## config.mk

```make
export PLATFORM = sky130hd
export DESIGN_NAME = midpoint_ellipse_rasterizer_unit
export DESIGN_NICKNAME = d
export VERILOG_FILES = /design/src/rtl/mer_pkg.sv /design/src/rtl/mer_mul.sv /design/src/rtl/mer_emit.sv /design/src/rtl/midpoint_ellipse_rasterizer_unit.sv
export SDC_FILE = /design/constraint.sdc
export NUM_CORES = 2
export LEC_CHECK = 0
export BUFFER_PORTS_ARGS = -buffer_cell sky130_fd_sc_hd__buf_2
export CAP_MARGIN = 10
export CORE_ASPECT_RATIO = 1.5
export CORE_MARGIN = 5
export CORE_UTILIZATION = 50
export CTS_CLUSTER_SIZE = 12
export DETAILED_ROUTE_END_ITERATION = 8
export PLACE_DENSITY = 0.64
export SLEW_MARGIN = 0
export SYNTH_ARGS = -nofsm -noshare
export SYNTH_HDL_FRONTEND = slang
export SYNTH_HIERARCHICAL = 1
export SYNTH_SLANG_ARGS = --single-unit
```

## constraint.sdc

```tcl
create_clock -name clk -period 24.6 [get_ports clk]
set_input_delay 7.38 -clock clk [delete_from_list [all_inputs] [get_ports clk]]
set_output_delay 7.38 -clock clk [all_outputs]
set_load 0.01 [all_outputs]
```

## src/rtl/mer_pkg.sv

```systemverilog
package mer_pkg;

    // Default coordinate width of centers; pixels carry two more bits
    localparam int COORD_BITS_DEF = 12;

    // Radius and position widths
    localparam int R_W    = 11;
    localparam int RSQ_W  = 2 * R_W;
    localparam int POSX_W = 11;
    localparam int POSY_W = 12;

    // Shared multiplier operand and product widths
    localparam int MOP_W  = 24;
    localparam int PROD_W = 2 * MOP_W;

    // Slope terms and decision variable
    localparam int STEP_W = 48;
    localparam int DEC_W  = 52;

    // Command from the sequencer to the point emitter
    typedef struct packed {
        logic go;        // capture a new step
        logic no_shape;  // step while no ellipse is loaded: one dummy point
        logic done;      // these are the last points of the ellipse
    } emit_cmd_t;

endpackage

```

## src/rtl/mer_mul.sv

```systemverilog
module mer_mul import mer_pkg::*;
(
    input  logic              clk,
    input  logic [MOP_W-1:0]  a,
    input  logic [MOP_W-1:0]  b,
    output logic [PROD_W-1:0] p
);

    logic [PROD_W-1:0] p_reg;

    // Registered unsigned product
    always_ff @(posedge clk)
    begin
        p_reg <= a * b;
    end

    assign p = p_reg;

endmodule

```

## src/rtl/mer_emit.sv

```systemverilog
module mer_emit import mer_pkg::*;
#(
    parameter int COORD_BITS = COORD_BITS_DEF
)
(
    input  logic                    clk,
    input  logic                    rst_n,
    input  emit_cmd_t               cmd,
    input  logic [COORD_BITS-1:0]   center_x,
    input  logic [COORD_BITS-1:0]   center_y,
    input  logic [POSX_W-1:0]       pos_x,
    input  logic [POSY_W-1:0]       pos_y,
    output logic                    busy,
    output logic                    out_valid,
    input  logic                    out_ready,
    output logic [COORD_BITS+1:0]   out_x,
    output logic [COORD_BITS+1:0]   out_y,
    output logic                    out_point_valid,
    output logic                    out_last,
    output logic                    out_done
);

    localparam int PIX_W = COORD_BITS + 2;

    logic             busy_reg;
    logic [1:0]       cnt_reg;
    logic             oval_reg;
    logic             single_reg;
    logic             done_reg;
    logic [PIX_W-1:0] xp_reg, xm_reg, yp_reg, ym_reg;
    logic [PIX_W-1:0] ox_reg, oy_reg;
    logic             opv_reg, olast_reg, odone_reg;

    logic [PIX_W-1:0] cx_w, cy_w, x_w, y_w;
    logic             load;
    logic             last_now;

    // Sums are taken modulo the pixel width
    assign cx_w = PIX_W'(center_x);
    assign cy_w = PIX_W'(center_y);
    assign x_w  = PIX_W'(pos_x);
    assign y_w  = PIX_W'(pos_y);

    // Output register takes the next point when empty or being drained
    assign load     = busy_reg && (!oval_reg || out_ready);
    assign last_now = single_reg || (cnt_reg == 2'd3);

    // Control
    always_ff @(posedge clk or negedge rst_n)
    begin
        if (!rst_n)
        begin
            busy_reg <= 1'b0;
            cnt_reg  <= 2'd0;
            oval_reg <= 1'b0;
        end
        else
        begin
            if (cmd.go)
            begin
                busy_reg <= 1'b1;
                cnt_reg  <= 2'd0;
            end
            else if (load)
            begin
                cnt_reg <= cnt_reg + 2'd1;
                if (last_now)
                begin
                    busy_reg <= 1'b0;
                end
            end

            if (load)
            begin
                oval_reg <= 1'b1;
            end
            else if (out_ready)
            begin
                oval_reg <= 1'b0;
            end
        end
    end

    // Point capture and output payload
    always_ff @(posedge clk)
    begin
        if (cmd.go)
        begin
            single_reg <= cmd.no_shape;
            done_reg   <= cmd.done;
            if (cmd.no_shape)
            begin
                xp_reg <= '0;
                xm_reg <= '0;
                yp_reg <= '0;
                ym_reg <= '0;
            end
            else
            begin
                xp_reg <= cx_w + x_w;
                xm_reg <= cx_w - x_w;
                yp_reg <= cy_w + y_w;
                ym_reg <= cy_w - y_w;
            end
        end

        // Order: (+x,+y), (-x,+y), (+x,-y), (-x,-y)
        if (load)
        begin
            ox_reg    <= cnt_reg[0] ? xm_reg : xp_reg;
            oy_reg    <= cnt_reg[1] ? ym_reg : yp_reg;
            opv_reg   <= !single_reg;
            olast_reg <= last_now;
            odone_reg <= done_reg;
        end
    end

    assign busy            = busy_reg;
    assign out_valid       = oval_reg;
    assign out_x           = ox_reg;
    assign out_y           = oy_reg;
    assign out_point_valid = opv_reg;
    assign out_last        = olast_reg;
    assign out_done        = odone_reg;

endmodule

```

## src/rtl/midpoint_ellipse_rasterizer_unit.sv

```systemverilog
// Channel   Dir  tdata (low bit up)                          tuser / tlast
// s_axis    in   center_x, center_y, radius_x, radius_y      tuser[0] = op
// m_axis    out  pixel_x, pixel_y                            tuser = point_valid,
//                                                            ellipse_done; tlast =
//                                                            last_of_step
//
// Start item: accept, then three products on the shared multiplier; entering region
//   two at once adds five more products.
// Step item: accept, then the point emitter gives four points at one per cycle while
//   the output takes them; update, term and accumulate run alongside in the sequencer.
//   The switch to region two adds five more products. A step with no ellipse gives one point.
// rst_n clears all control state asynchronously; no ellipse is loaded after reset.
// Input is held off while the sequencer is busy or the emitter still has points
//   of the previous step; an output stall holds the emitter and its register.
module midpoint_ellipse_rasterizer_unit import mer_pkg::*;
#(
    parameter int COORD_BITS = COORD_BITS_DEF
)
(
    input  logic                                         clk,
    input  logic                                         rst_n,
    input  logic                                         s_axis_tvalid,
    output logic                                         s_axis_tready,
    // center_x, center_y, radius_x, radius_y, zero fill
    input  logic [((2*COORD_BITS+2*R_W+7)/8)*8-1:0]      s_axis_tdata,
    // op
    input  logic [0:0]                                   s_axis_tuser,
    output logic                                         m_axis_tvalid,
    input  logic                                         m_axis_tready,
    // pixel_x, pixel_y, zero fill
    output logic [((2*(COORD_BITS+2)+7)/8)*8-1:0]        m_axis_tdata,
    // point_valid, ellipse_done
    output logic [1:0]                                   m_axis_tuser,
    output logic                                         m_axis_tlast
);

    localparam int PIX_W      = COORD_BITS + 2;
    localparam int OUT_DATA_W = ((2*PIX_W+7)/8)*8;

    typedef enum logic [0:0] {
        OP_START = 1'b0,
        OP_STEP  = 1'b1
    } op_t;

    typedef enum logic [4:0] {
        ST_IDLE = 5'b00001,
        ST_MUL  = 5'b00010,
        ST_UPD  = 5'b00100,
        ST_TERM = 5'b01000,
        ST_ACC  = 5'b10000
    } state_t;

    // Multiplier micro-ops
    typedef enum logic [2:0] {
        MOP_RX2  = 3'd0,  // rx*rx
        MOP_RY2  = 3'd1,  // ry*ry, D = 4ry2 + rx2
        MOP_DY0  = 3'd2,  // rx2*ry, dy = 2p, D -= 4p
        MOP_TX2  = 3'd3,  // (2x+1)^2
        MOP_D_TX = 3'd4,  // D = ry2*t
        MOP_TY2  = 3'd5,  // (y-1)^2
        MOP_D_TY = 3'd6,  // D += 4*rx2*t
        MOP_D_RR = 3'd7   // D -= 4*rx2*ry2
    } mop_t;

    state_t state_reg, state_next;
    mop_t   mop_reg, mop_next;
    logic   phase_reg, phase_next;
    logic   active_reg, active_next;
    logic   r2_reg, r2_next;
    logic   use_dx_reg, use_dx_next;
    logic   use_dy_reg, use_dy_next;

    logic [COORD_BITS-1:0]    cx_reg, cx_next, cy_reg, cy_next;
    logic [R_W-1:0]           rx_reg, rx_next, ry_reg, ry_next;
    logic [RSQ_W-1:0]         rx2_reg, rx2_next, ry2_reg, ry2_next;
    logic [MOP_W-1:0]         t_reg, t_next;
    logic [POSX_W-1:0]        x_reg, x_next;
    logic [POSY_W-1:0]        y_reg, y_next;
    logic signed [STEP_W-1:0] dx_reg, dx_next, dy_reg, dy_next;
    logic signed [DEC_W-1:0]  dec_reg, dec_next, term_reg, term_next;

    logic                     in_acc;
    op_t                      in_op;
    logic [COORD_BITS-1:0]    in_cx, in_cy;
    logic [R_W-1:0]           in_rx, in_ry;

    logic [MOP_W-1:0]         mul_a, mul_b;
    logic [PROD_W-1:0]        mul_p;
    logic signed [DEC_W-1:0]  prod_d, prod_x4;
    logic signed [STEP_W-1:0] prod_x2;
    logic signed [STEP_W-1:0] ry2_step, rx2_step;
    logic signed [DEC_W-1:0]  rx2_d, ry2_d, dx_d, dy_d;
    logic [POSY_W-1:0]        ty_abs;
    logic [POSX_W:0]          tx;

    emit_cmd_t                emit_cmd;
    logic                     emit_busy;
    logic [PIX_W-1:0]         out_x, out_y;
    logic                     out_pv, out_done;

    // Input unpack
    assign in_acc = s_axis_tvalid && s_axis_tready;
    assign in_op  = op_t'(s_axis_tuser[0]);
    assign in_cx  = s_axis_tdata[COORD_BITS-1:0];
    assign in_cy  = s_axis_tdata[2*COORD_BITS-1:COORD_BITS];
    assign in_rx  = s_axis_tdata[2*COORD_BITS+R_W-1:2*COORD_BITS];
    assign in_ry  = s_axis_tdata[2*COORD_BITS+2*R_W-1:2*COORD_BITS+R_W];

    assign s_axis_tready = (state_reg == ST_IDLE) && !emit_busy;

    // Extended operands
    assign prod_d   = $signed(DEC_W'(mul_p));
    assign prod_x4  = $signed(DEC_W'({mul_p, 2'b00}));
    assign prod_x2  = $signed(STEP_W'({mul_p, 1'b0}));
    assign ry2_step = $signed(STEP_W'({ry2_reg, 1'b0}));
    assign rx2_step = $signed(STEP_W'({rx2_reg, 1'b0}));
    assign rx2_d    = $signed(DEC_W'(rx2_reg));
    assign ry2_d    = $signed(DEC_W'(ry2_reg));
    assign dx_d     = DEC_W'(dx_reg);
    assign dy_d     = DEC_W'(dy_reg);
    assign tx       = {x_reg, 1'b1};
    assign ty_abs   = (y_reg == '0) ? POSY_W'(1) : y_reg - POSY_W'(1);

    // Operand select for the shared multiplier
    always_comb
    begin
        case (mop_reg)
            MOP_RX2:
            begin
                mul_a = MOP_W'(rx_reg);
                mul_b = MOP_W'(rx_reg);
            end
            MOP_RY2:
            begin
                mul_a = MOP_W'(ry_reg);
                mul_b = MOP_W'(ry_reg);
            end
            MOP_DY0:
            begin
                mul_a = MOP_W'(rx2_reg);
                mul_b = MOP_W'(ry_reg);
            end
            MOP_TX2:
            begin
                mul_a = MOP_W'(tx);
                mul_b = MOP_W'(tx);
            end
            MOP_D_TX:
            begin
                mul_a = MOP_W'(ry2_reg);
                mul_b = t_reg;
            end
            MOP_TY2:
            begin
                mul_a = MOP_W'(ty_abs);
                mul_b = MOP_W'(ty_abs);
            end
            MOP_D_TY:
            begin
                mul_a = MOP_W'(rx2_reg);
                mul_b = t_reg;
            end
            MOP_D_RR:
            begin
                mul_a = MOP_W'(rx2_reg);
                mul_b = MOP_W'(ry2_reg);
            end
            default:
            begin
                mul_a = '0;
                mul_b = '0;
            end
        endcase
    end

    mer_mul u_mul (
        .clk (clk),
        .a   (mul_a),
        .b   (mul_b),
        .p   (mul_p)
    );

    // Sequencer
    always_comb
    begin
        state_next  = state_reg;
        mop_next    = mop_reg;
        phase_next  = phase_reg;
        active_next = active_reg;
        r2_next     = r2_reg;
        use_dx_next = use_dx_reg;
        use_dy_next = use_dy_reg;
        cx_next     = cx_reg;
        cy_next     = cy_reg;
        rx_next     = rx_reg;
        ry_next     = ry_reg;
        rx2_next    = rx2_reg;
        ry2_next    = ry2_reg;
        t_next      = t_reg;
        x_next      = x_reg;
        y_next      = y_reg;
        dx_next     = dx_reg;
        dy_next     = dy_reg;
        dec_next    = dec_reg;
        term_next   = term_reg;
        emit_cmd    = '0;

        case (state_reg)
            ST_IDLE:
            begin
                if (in_acc)
                begin
                    if (in_op == OP_START)
                    begin
                        cx_next     = in_cx;
                        cy_next     = in_cy;
                        rx_next     = in_rx;
                        ry_next     = in_ry;
                        x_next      = '0;
                        y_next      = POSY_W'(in_ry);
                        dx_next     = '0;
                        r2_next     = 1'b0;
                        active_next = 1'b1;
                        mop_next    = MOP_RX2;
                        phase_next  = 1'b0;
                        state_next  = ST_MUL;
                    end
                    else if (!active_reg)
                    begin
                        emit_cmd.go       = 1'b1;
                        emit_cmd.no_shape = 1'b1;
                    end
                    else
                    begin
                        emit_cmd.go   = 1'b1;
                        emit_cmd.done = r2_reg && (y_reg == '0);
                        state_next    = ST_UPD;
                    end
                end
            end

            // Position and slope terms
            ST_UPD:
            begin
                if (!r2_reg)
                begin
                    x_next      = x_reg + POSX_W'(1);
                    dx_next     = dx_reg + ry2_step;
                    use_dx_next = 1'b1;
                    if (dec_reg[DEC_W-1])
                    begin
                        use_dy_next = 1'b0;
                    end
                    else
                    begin
                        y_next      = y_reg - POSY_W'(1);
                        dy_next     = dy_reg - rx2_step;
                        use_dy_next = 1'b1;
                    end
                end
                else
                begin
                    y_next      = y_reg - POSY_W'(1);
                    dy_next     = dy_reg - rx2_step;
                    use_dy_next = 1'b1;
                    if (!dec_reg[DEC_W-1] && (dec_reg != '0))
                    begin
                        use_dx_next = 1'b0;
                    end
                    else
                    begin
                        x_next      = x_reg + POSX_W'(1);
                        dx_next     = dx_reg + ry2_step;
                        use_dx_next = 1'b1;
                    end
                    // y goes below zero: last step of the ellipse
                    if (y_reg == '0)
                    begin
                        active_next = 1'b0;
                    end
                end
                state_next = ST_TERM;
            end

            ST_TERM:
            begin
                term_next = (use_dx_reg ? dx_d : '0) - (use_dy_reg ? dy_d : '0)
                          + (r2_reg ? rx2_d : ry2_d);
                state_next = ST_ACC;
            end

            // Decision update and region test
            ST_ACC:
            begin
                dec_next = dec_reg + (term_reg <<< 2);
                if (!r2_reg && !(dx_reg < dy_reg))
                begin
                    r2_next    = 1'b1;
                    mop_next   = MOP_TX2;
                    phase_next = 1'b0;
                    state_next = ST_MUL;
                end
                else
                begin
                    state_next = ST_IDLE;
                end
            end

            // Multiply: issue on phase 0, use the product on phase 1
            ST_MUL:
            begin
                if (!phase_reg)
                begin
                    phase_next = 1'b1;
                end
                else
                begin
                    phase_next = 1'b0;
                    case (mop_reg)
                        MOP_RX2:
                        begin
                            rx2_next = mul_p[RSQ_W-1:0];
                            mop_next = MOP_RY2;
                        end
                        MOP_RY2:
                        begin
                            ry2_next = mul_p[RSQ_W-1:0];
                            dec_next = prod_x4 + rx2_d;
                            mop_next = MOP_DY0;
                        end
                        MOP_DY0:
                        begin
                            dy_next  = prod_x2;
                            dec_next = dec_reg - prod_x4;
                            if (!(dx_reg < prod_x2))
                            begin
                                r2_next  = 1'b1;
                                mop_next = MOP_TX2;
                            end
                            else
                            begin
                                state_next = ST_IDLE;
                            end
                        end
                        MOP_TX2:
                        begin
                            t_next   = mul_p[MOP_W-1:0];
                            mop_next = MOP_D_TX;
                        end
                        MOP_D_TX:
                        begin
                            dec_next = prod_d;
                            mop_next = MOP_TY2;
                        end
                        MOP_TY2:
                        begin
                            t_next   = mul_p[MOP_W-1:0];
                            mop_next = MOP_D_TY;
                        end
                        MOP_D_TY:
                        begin
                            dec_next = dec_reg + prod_x4;
                            mop_next = MOP_D_RR;
                        end
                        MOP_D_RR:
                        begin
                            dec_next   = dec_reg - prod_x4;
                            state_next = ST_IDLE;
                        end
                        default:
                        begin
                            state_next = ST_IDLE;
                        end
                    endcase
                end
            end

            default:
            begin
                state_next = ST_IDLE;
            end
        endcase
    end

    // Control registers
    always_ff @(posedge clk or negedge rst_n)
    begin
        if (!rst_n)
        begin
            state_reg  <= ST_IDLE;
            mop_reg    <= MOP_RX2;
            phase_reg  <= 1'b0;
            active_reg <= 1'b0;
            r2_reg     <= 1'b0;
        end
        else
        begin
            state_reg  <= state_next;
            mop_reg    <= mop_next;
            phase_reg  <= phase_next;
            active_reg <= active_next;
            r2_reg     <= r2_next;
        end
    end

    // Datapath registers
    always_ff @(posedge clk)
    begin
        use_dx_reg <= use_dx_next;
        use_dy_reg <= use_dy_next;
        cx_reg     <= cx_next;
        cy_reg     <= cy_next;
        rx_reg     <= rx_next;
        ry_reg     <= ry_next;
        rx2_reg    <= rx2_next;
        ry2_reg    <= ry2_next;
        t_reg      <= t_next;
        x_reg      <= x_next;
        y_reg      <= y_next;
        dx_reg     <= dx_next;
        dy_reg     <= dy_next;
        dec_reg    <= dec_next;
        term_reg   <= term_next;
    end

    mer_emit #(
        .COORD_BITS (COORD_BITS)
    ) u_emit (
        .clk             (clk),
        .rst_n           (rst_n),
        .cmd             (emit_cmd),
        .center_x        (cx_reg),
        .center_y        (cy_reg),
        .pos_x           (x_reg),
        .pos_y           (y_reg),
        .busy            (emit_busy),
        .out_valid       (m_axis_tvalid),
        .out_ready       (m_axis_tready),
        .out_x           (out_x),
        .out_y           (out_y),
        .out_point_valid (out_pv),
        .out_last        (m_axis_tlast),
        .out_done        (out_done)
    );

    // Output pack
    assign m_axis_tdata = OUT_DATA_W'({out_y, out_x});
    assign m_axis_tuser = {out_done, out_pv};

`ifndef SYNTHESIS
    a_start_loads: assert property (@(posedge clk) disable iff (!rst_n)
        (in_acc && in_op == OP_START) |=> (state_reg == ST_MUL && mop_reg == MOP_RX2))
        else $error("start item did not begin the setup multiplies");

    a_region_one: assert property (@(posedge clk) disable iff (!rst_n)
        (state_reg == ST_IDLE && active_reg && !r2_reg) |-> (dx_reg < dy_reg))
        else $error("idle in region one with slope test failed");

    a_region_two: assert property (@(posedge clk) disable iff (!rst_n)
        (state_reg == ST_IDLE && active_reg && r2_reg) |-> !(dx_reg < dy_reg))
        else $error("idle in region two with slope test passing");
`endif

endmodule
```

==> flow_summary.yaml <==
finish:
  fin_nets: 7417
  area_growth_pct: 6.682
  antenna_cells: 0
  largest_register_ffs: 52
  drive_above_1_share_pct: 6.013
drt:
  dr.first_iter.drc_count: 3596
  via_count: 46220
  post-route-drc-count: 0
  via_per_inst: 5.868
  routed_wirelength_mm: 170.5
  wl_per_cell_um: 21.65
  final_antenna_net_count: 0
  first_pass_iters: 9
min_path:
  min_path_type: "flop to flop"
  worst_hold_path.endpoint: "u_emit/out_y[0]$_DFFE_PP_"
  holdPathStages: 0
  holdCritStartpoint: "u_emit/ym_reg[0]$_SDFFCE_PP0P_"
timing:
  slew_viol_final: 0
  min_period_ps: 10240
  fin_tns_setup_ps: 0
  skew_ps: 46.79
  max-slew-margin-rel_pct: 22.89
  finalSetupViolCount: 0
  tightest_slew_ps: 1151
  rsz0062_at_grt: "no"
  final.setup.worst_slack_ps: 14360
  fmax_mhz: 97.62
  finalHoldViolCount: 0
  finalCritPeriodShare_pct: 41.64
setup_path:
  reg2reg_to: "u_mul/p[40]$_DFF_P_"
  worstRegToRegCells: 29
  slowest_delay_ps: 670
  timing.critical_path.mode_cell: "fa_1"
  rrSetupSlack_ps: 14360
  cp.arrival_ps: 10750
  cp.required_ps: 25100
  critical_path_class: "flop to flop"
  end_kind: "flop"
  start_kind: "flop"
  reg2reg_from: "y_reg[3]$_DFFE_PP_"
  crit_path_top_delay_cell: "o21ai_0"
  cp_max_fo: 24
global_routing:
  grt.overflow.total: 0
  track_usage_pct: 27.72
  grt_max_degree: 85
  grt_pass1_wl_mm: 268.6
  antenna_found_initial: 0
  grt_pass1_vias: 48520
yosys:
  synthTopCellsByArea: "edfxtp_1 22%, fa_1 18%, ha_1 12%"
  yosysMostFrequentCell: "inv_1"
  synth_area_leader_cell: "edfxtp_1"
  syn_inst: 6330
  synth_area_um2: 57540
  avgSynthCellArea_um2: 9.091
  synth_enable_flop_cells: 418
  synth_seq_cells: 481
  ys.flop_type: "edfxtp_1"
  synth_top_area_share_pct: 21.81
  ys_async_sr_fraction_pct: 3.119
  synth.distinct_cells: 104
  ys_seq_area_share_pct: 24.14
  synthTopCellsByCount: "814 x inv_1, 597 x nand2_1, 556 x ha_1, 513 x fa_1, 418 x edfxtp_1"
  yosys_warnings: 6
run:
  drv_cap: 0
clock_network:
  cts_setup_buffers: 0
  clockRootBuffer: "clkbuf_16"
  clock_path_buffers: 3
  clk_pin_slew_ps: 60
  clock_latency_ps: 660
  clock-sinks: 481
  cts_tree: "built"
  hold_buffers: 0
  cts_buffers: 51
  cts_resized: 0
  htreeDepth: 2
place:
  pre_cts_ws_ps: 14220
  gp_congestion: 0.9272
  portBuffers: 83
  hpwl_mm: 135.3
floorplan:
  fp.coreArea_um2: 114500
  die_h_um: 425.5
  row_count: 152
  die_area_um2: 122100
  die_w_um: 287.0
  start_util_pct: 50.26
  io_pins: 90
outcome:
  outcome: "finished, final reports clean"
-- logic make-up after synthesis --
| kind of cell | share of synthesized area [%] |
|---|---|
| fa+ha+maj | 29.94 |
| other cells | 0.006517 |
| simple gates | 16.55 |
| buf+inv | 7.264 |
| mux | 1.194 |
| flops | 24.14 |
| compound gates | 15.37 |
| xor+xnor | 5.538 |
-- worst max-delay path by stage --
stage / start / endpoint / slack, ps / cells after the start
floorplan: s_axis_tvalid / dx_reg[10]$_SDFFCE_PN0P_ / 12240 / 5
global placement: s_axis_tvalid / dx_reg[43]$_SDFFCE_PN0P_ / 14270 / 7
detailed placement: s_axis_tvalid / dx_reg[43]$_SDFFCE_PN0P_ / 14220 / 7
CTS: y_reg[3]$_DFFE_PP_ / u_mul/p[40]$_DFF_P_ / 14460 / 29
global route: y_reg[3]$_DFFE_PP_ / u_mul/p[40]$_DFF_P_ / 13970 / 29
finish: y_reg[3]$_DFFE_PP_ / u_mul/p[40]$_DFF_P_ / 14360 / 29
-- final cells by class --
class | count | area (um^2)
fill | 10640 | 53100
tap | 1540 | 1927
timing repair buffer | 173 | 1099
clock buffer | 76 | 1390
multi-input combinational | 4774 | 39790
sequential | 481 | 13890
clock inverter | 18 | 241.5
inverter | 814 | 3055
-- through the flow --
stage / util (%) / hold WS (ps) / cells / cell area [um^2]
after floorplan: - / 400.3 / 6345 / 57600
after global placement: 52.18 / 406.3 / 7781 / 59740
after detailed placement: 52.18 / 405.4 / 7781 / 59740
after CTS: 53.61 / 425.2 / 7875 / 61370
after global routing: 53.62 / 442.4 / 7876 / 61390
final: 53.62 / 426.4 / 7876 / 61390
-- layout by cell type, fill, tap and decap left out, types with 23 or more instances in the layout --
cell	netlist	layout
a211oi_1	40	40
a21o_1	181	181
a21oi_1	379	379
a221oi_1	30	30
a222oi_1	25	25
a22oi_1	31	31
a31oi_1	78	56
and2_1	383	382
and3_1	40	37
buf_2	10	83
buf_4	7	89
clkbuf_1	235	23
clkbuf_16	0	51
dfxtp_1	48	48
edfxtp_1	418	418
fa_1	513	513
ha_1	556	556
inv_1	814	814
mux2_2	37	37
mux2i_1	27	27
nand2_1	597	597
nand2b_1	62	62
nand3_1	109	108
nand4_1	65	65
nor2_1	367	361
nor2b_1	52	51
nor3_1	79	79
nor4_1	38	38
o21a_1	37	37
o21ai_0	261	261
o21bai_1	40	40
xnor2_1	238	238
xor2_1	124	124
-- worst max-delay path: cells and delay by family (launching register included) --
kind / cells / cell delay, ps
simple gates: 10 / 3030
flops: 1 / 490
compound gates: 5 / 1760
xor+xnor: 1 / 170
buf+inv: 5 / 480
fa+ha+maj: 8 / 4110
-- metal layers --
| metal | vias up | global-route usage, % | share of wire [%] |
|---|---|---|---|
| met4 | 0 | 10.27 | 4.2 |
| met2 | 1399 | 50.00 | 50 |
| met5 | - | 0 | 0 |
| li1 | 21590 | - | - |
| met1 | 22870 | 34.68 | 41 |
| met3 | 369 | 2.290 | 4.6 |
Power is not shown: default switching activity piles up to over one toggle a cycle in this logic, so the estimate is an artifact.
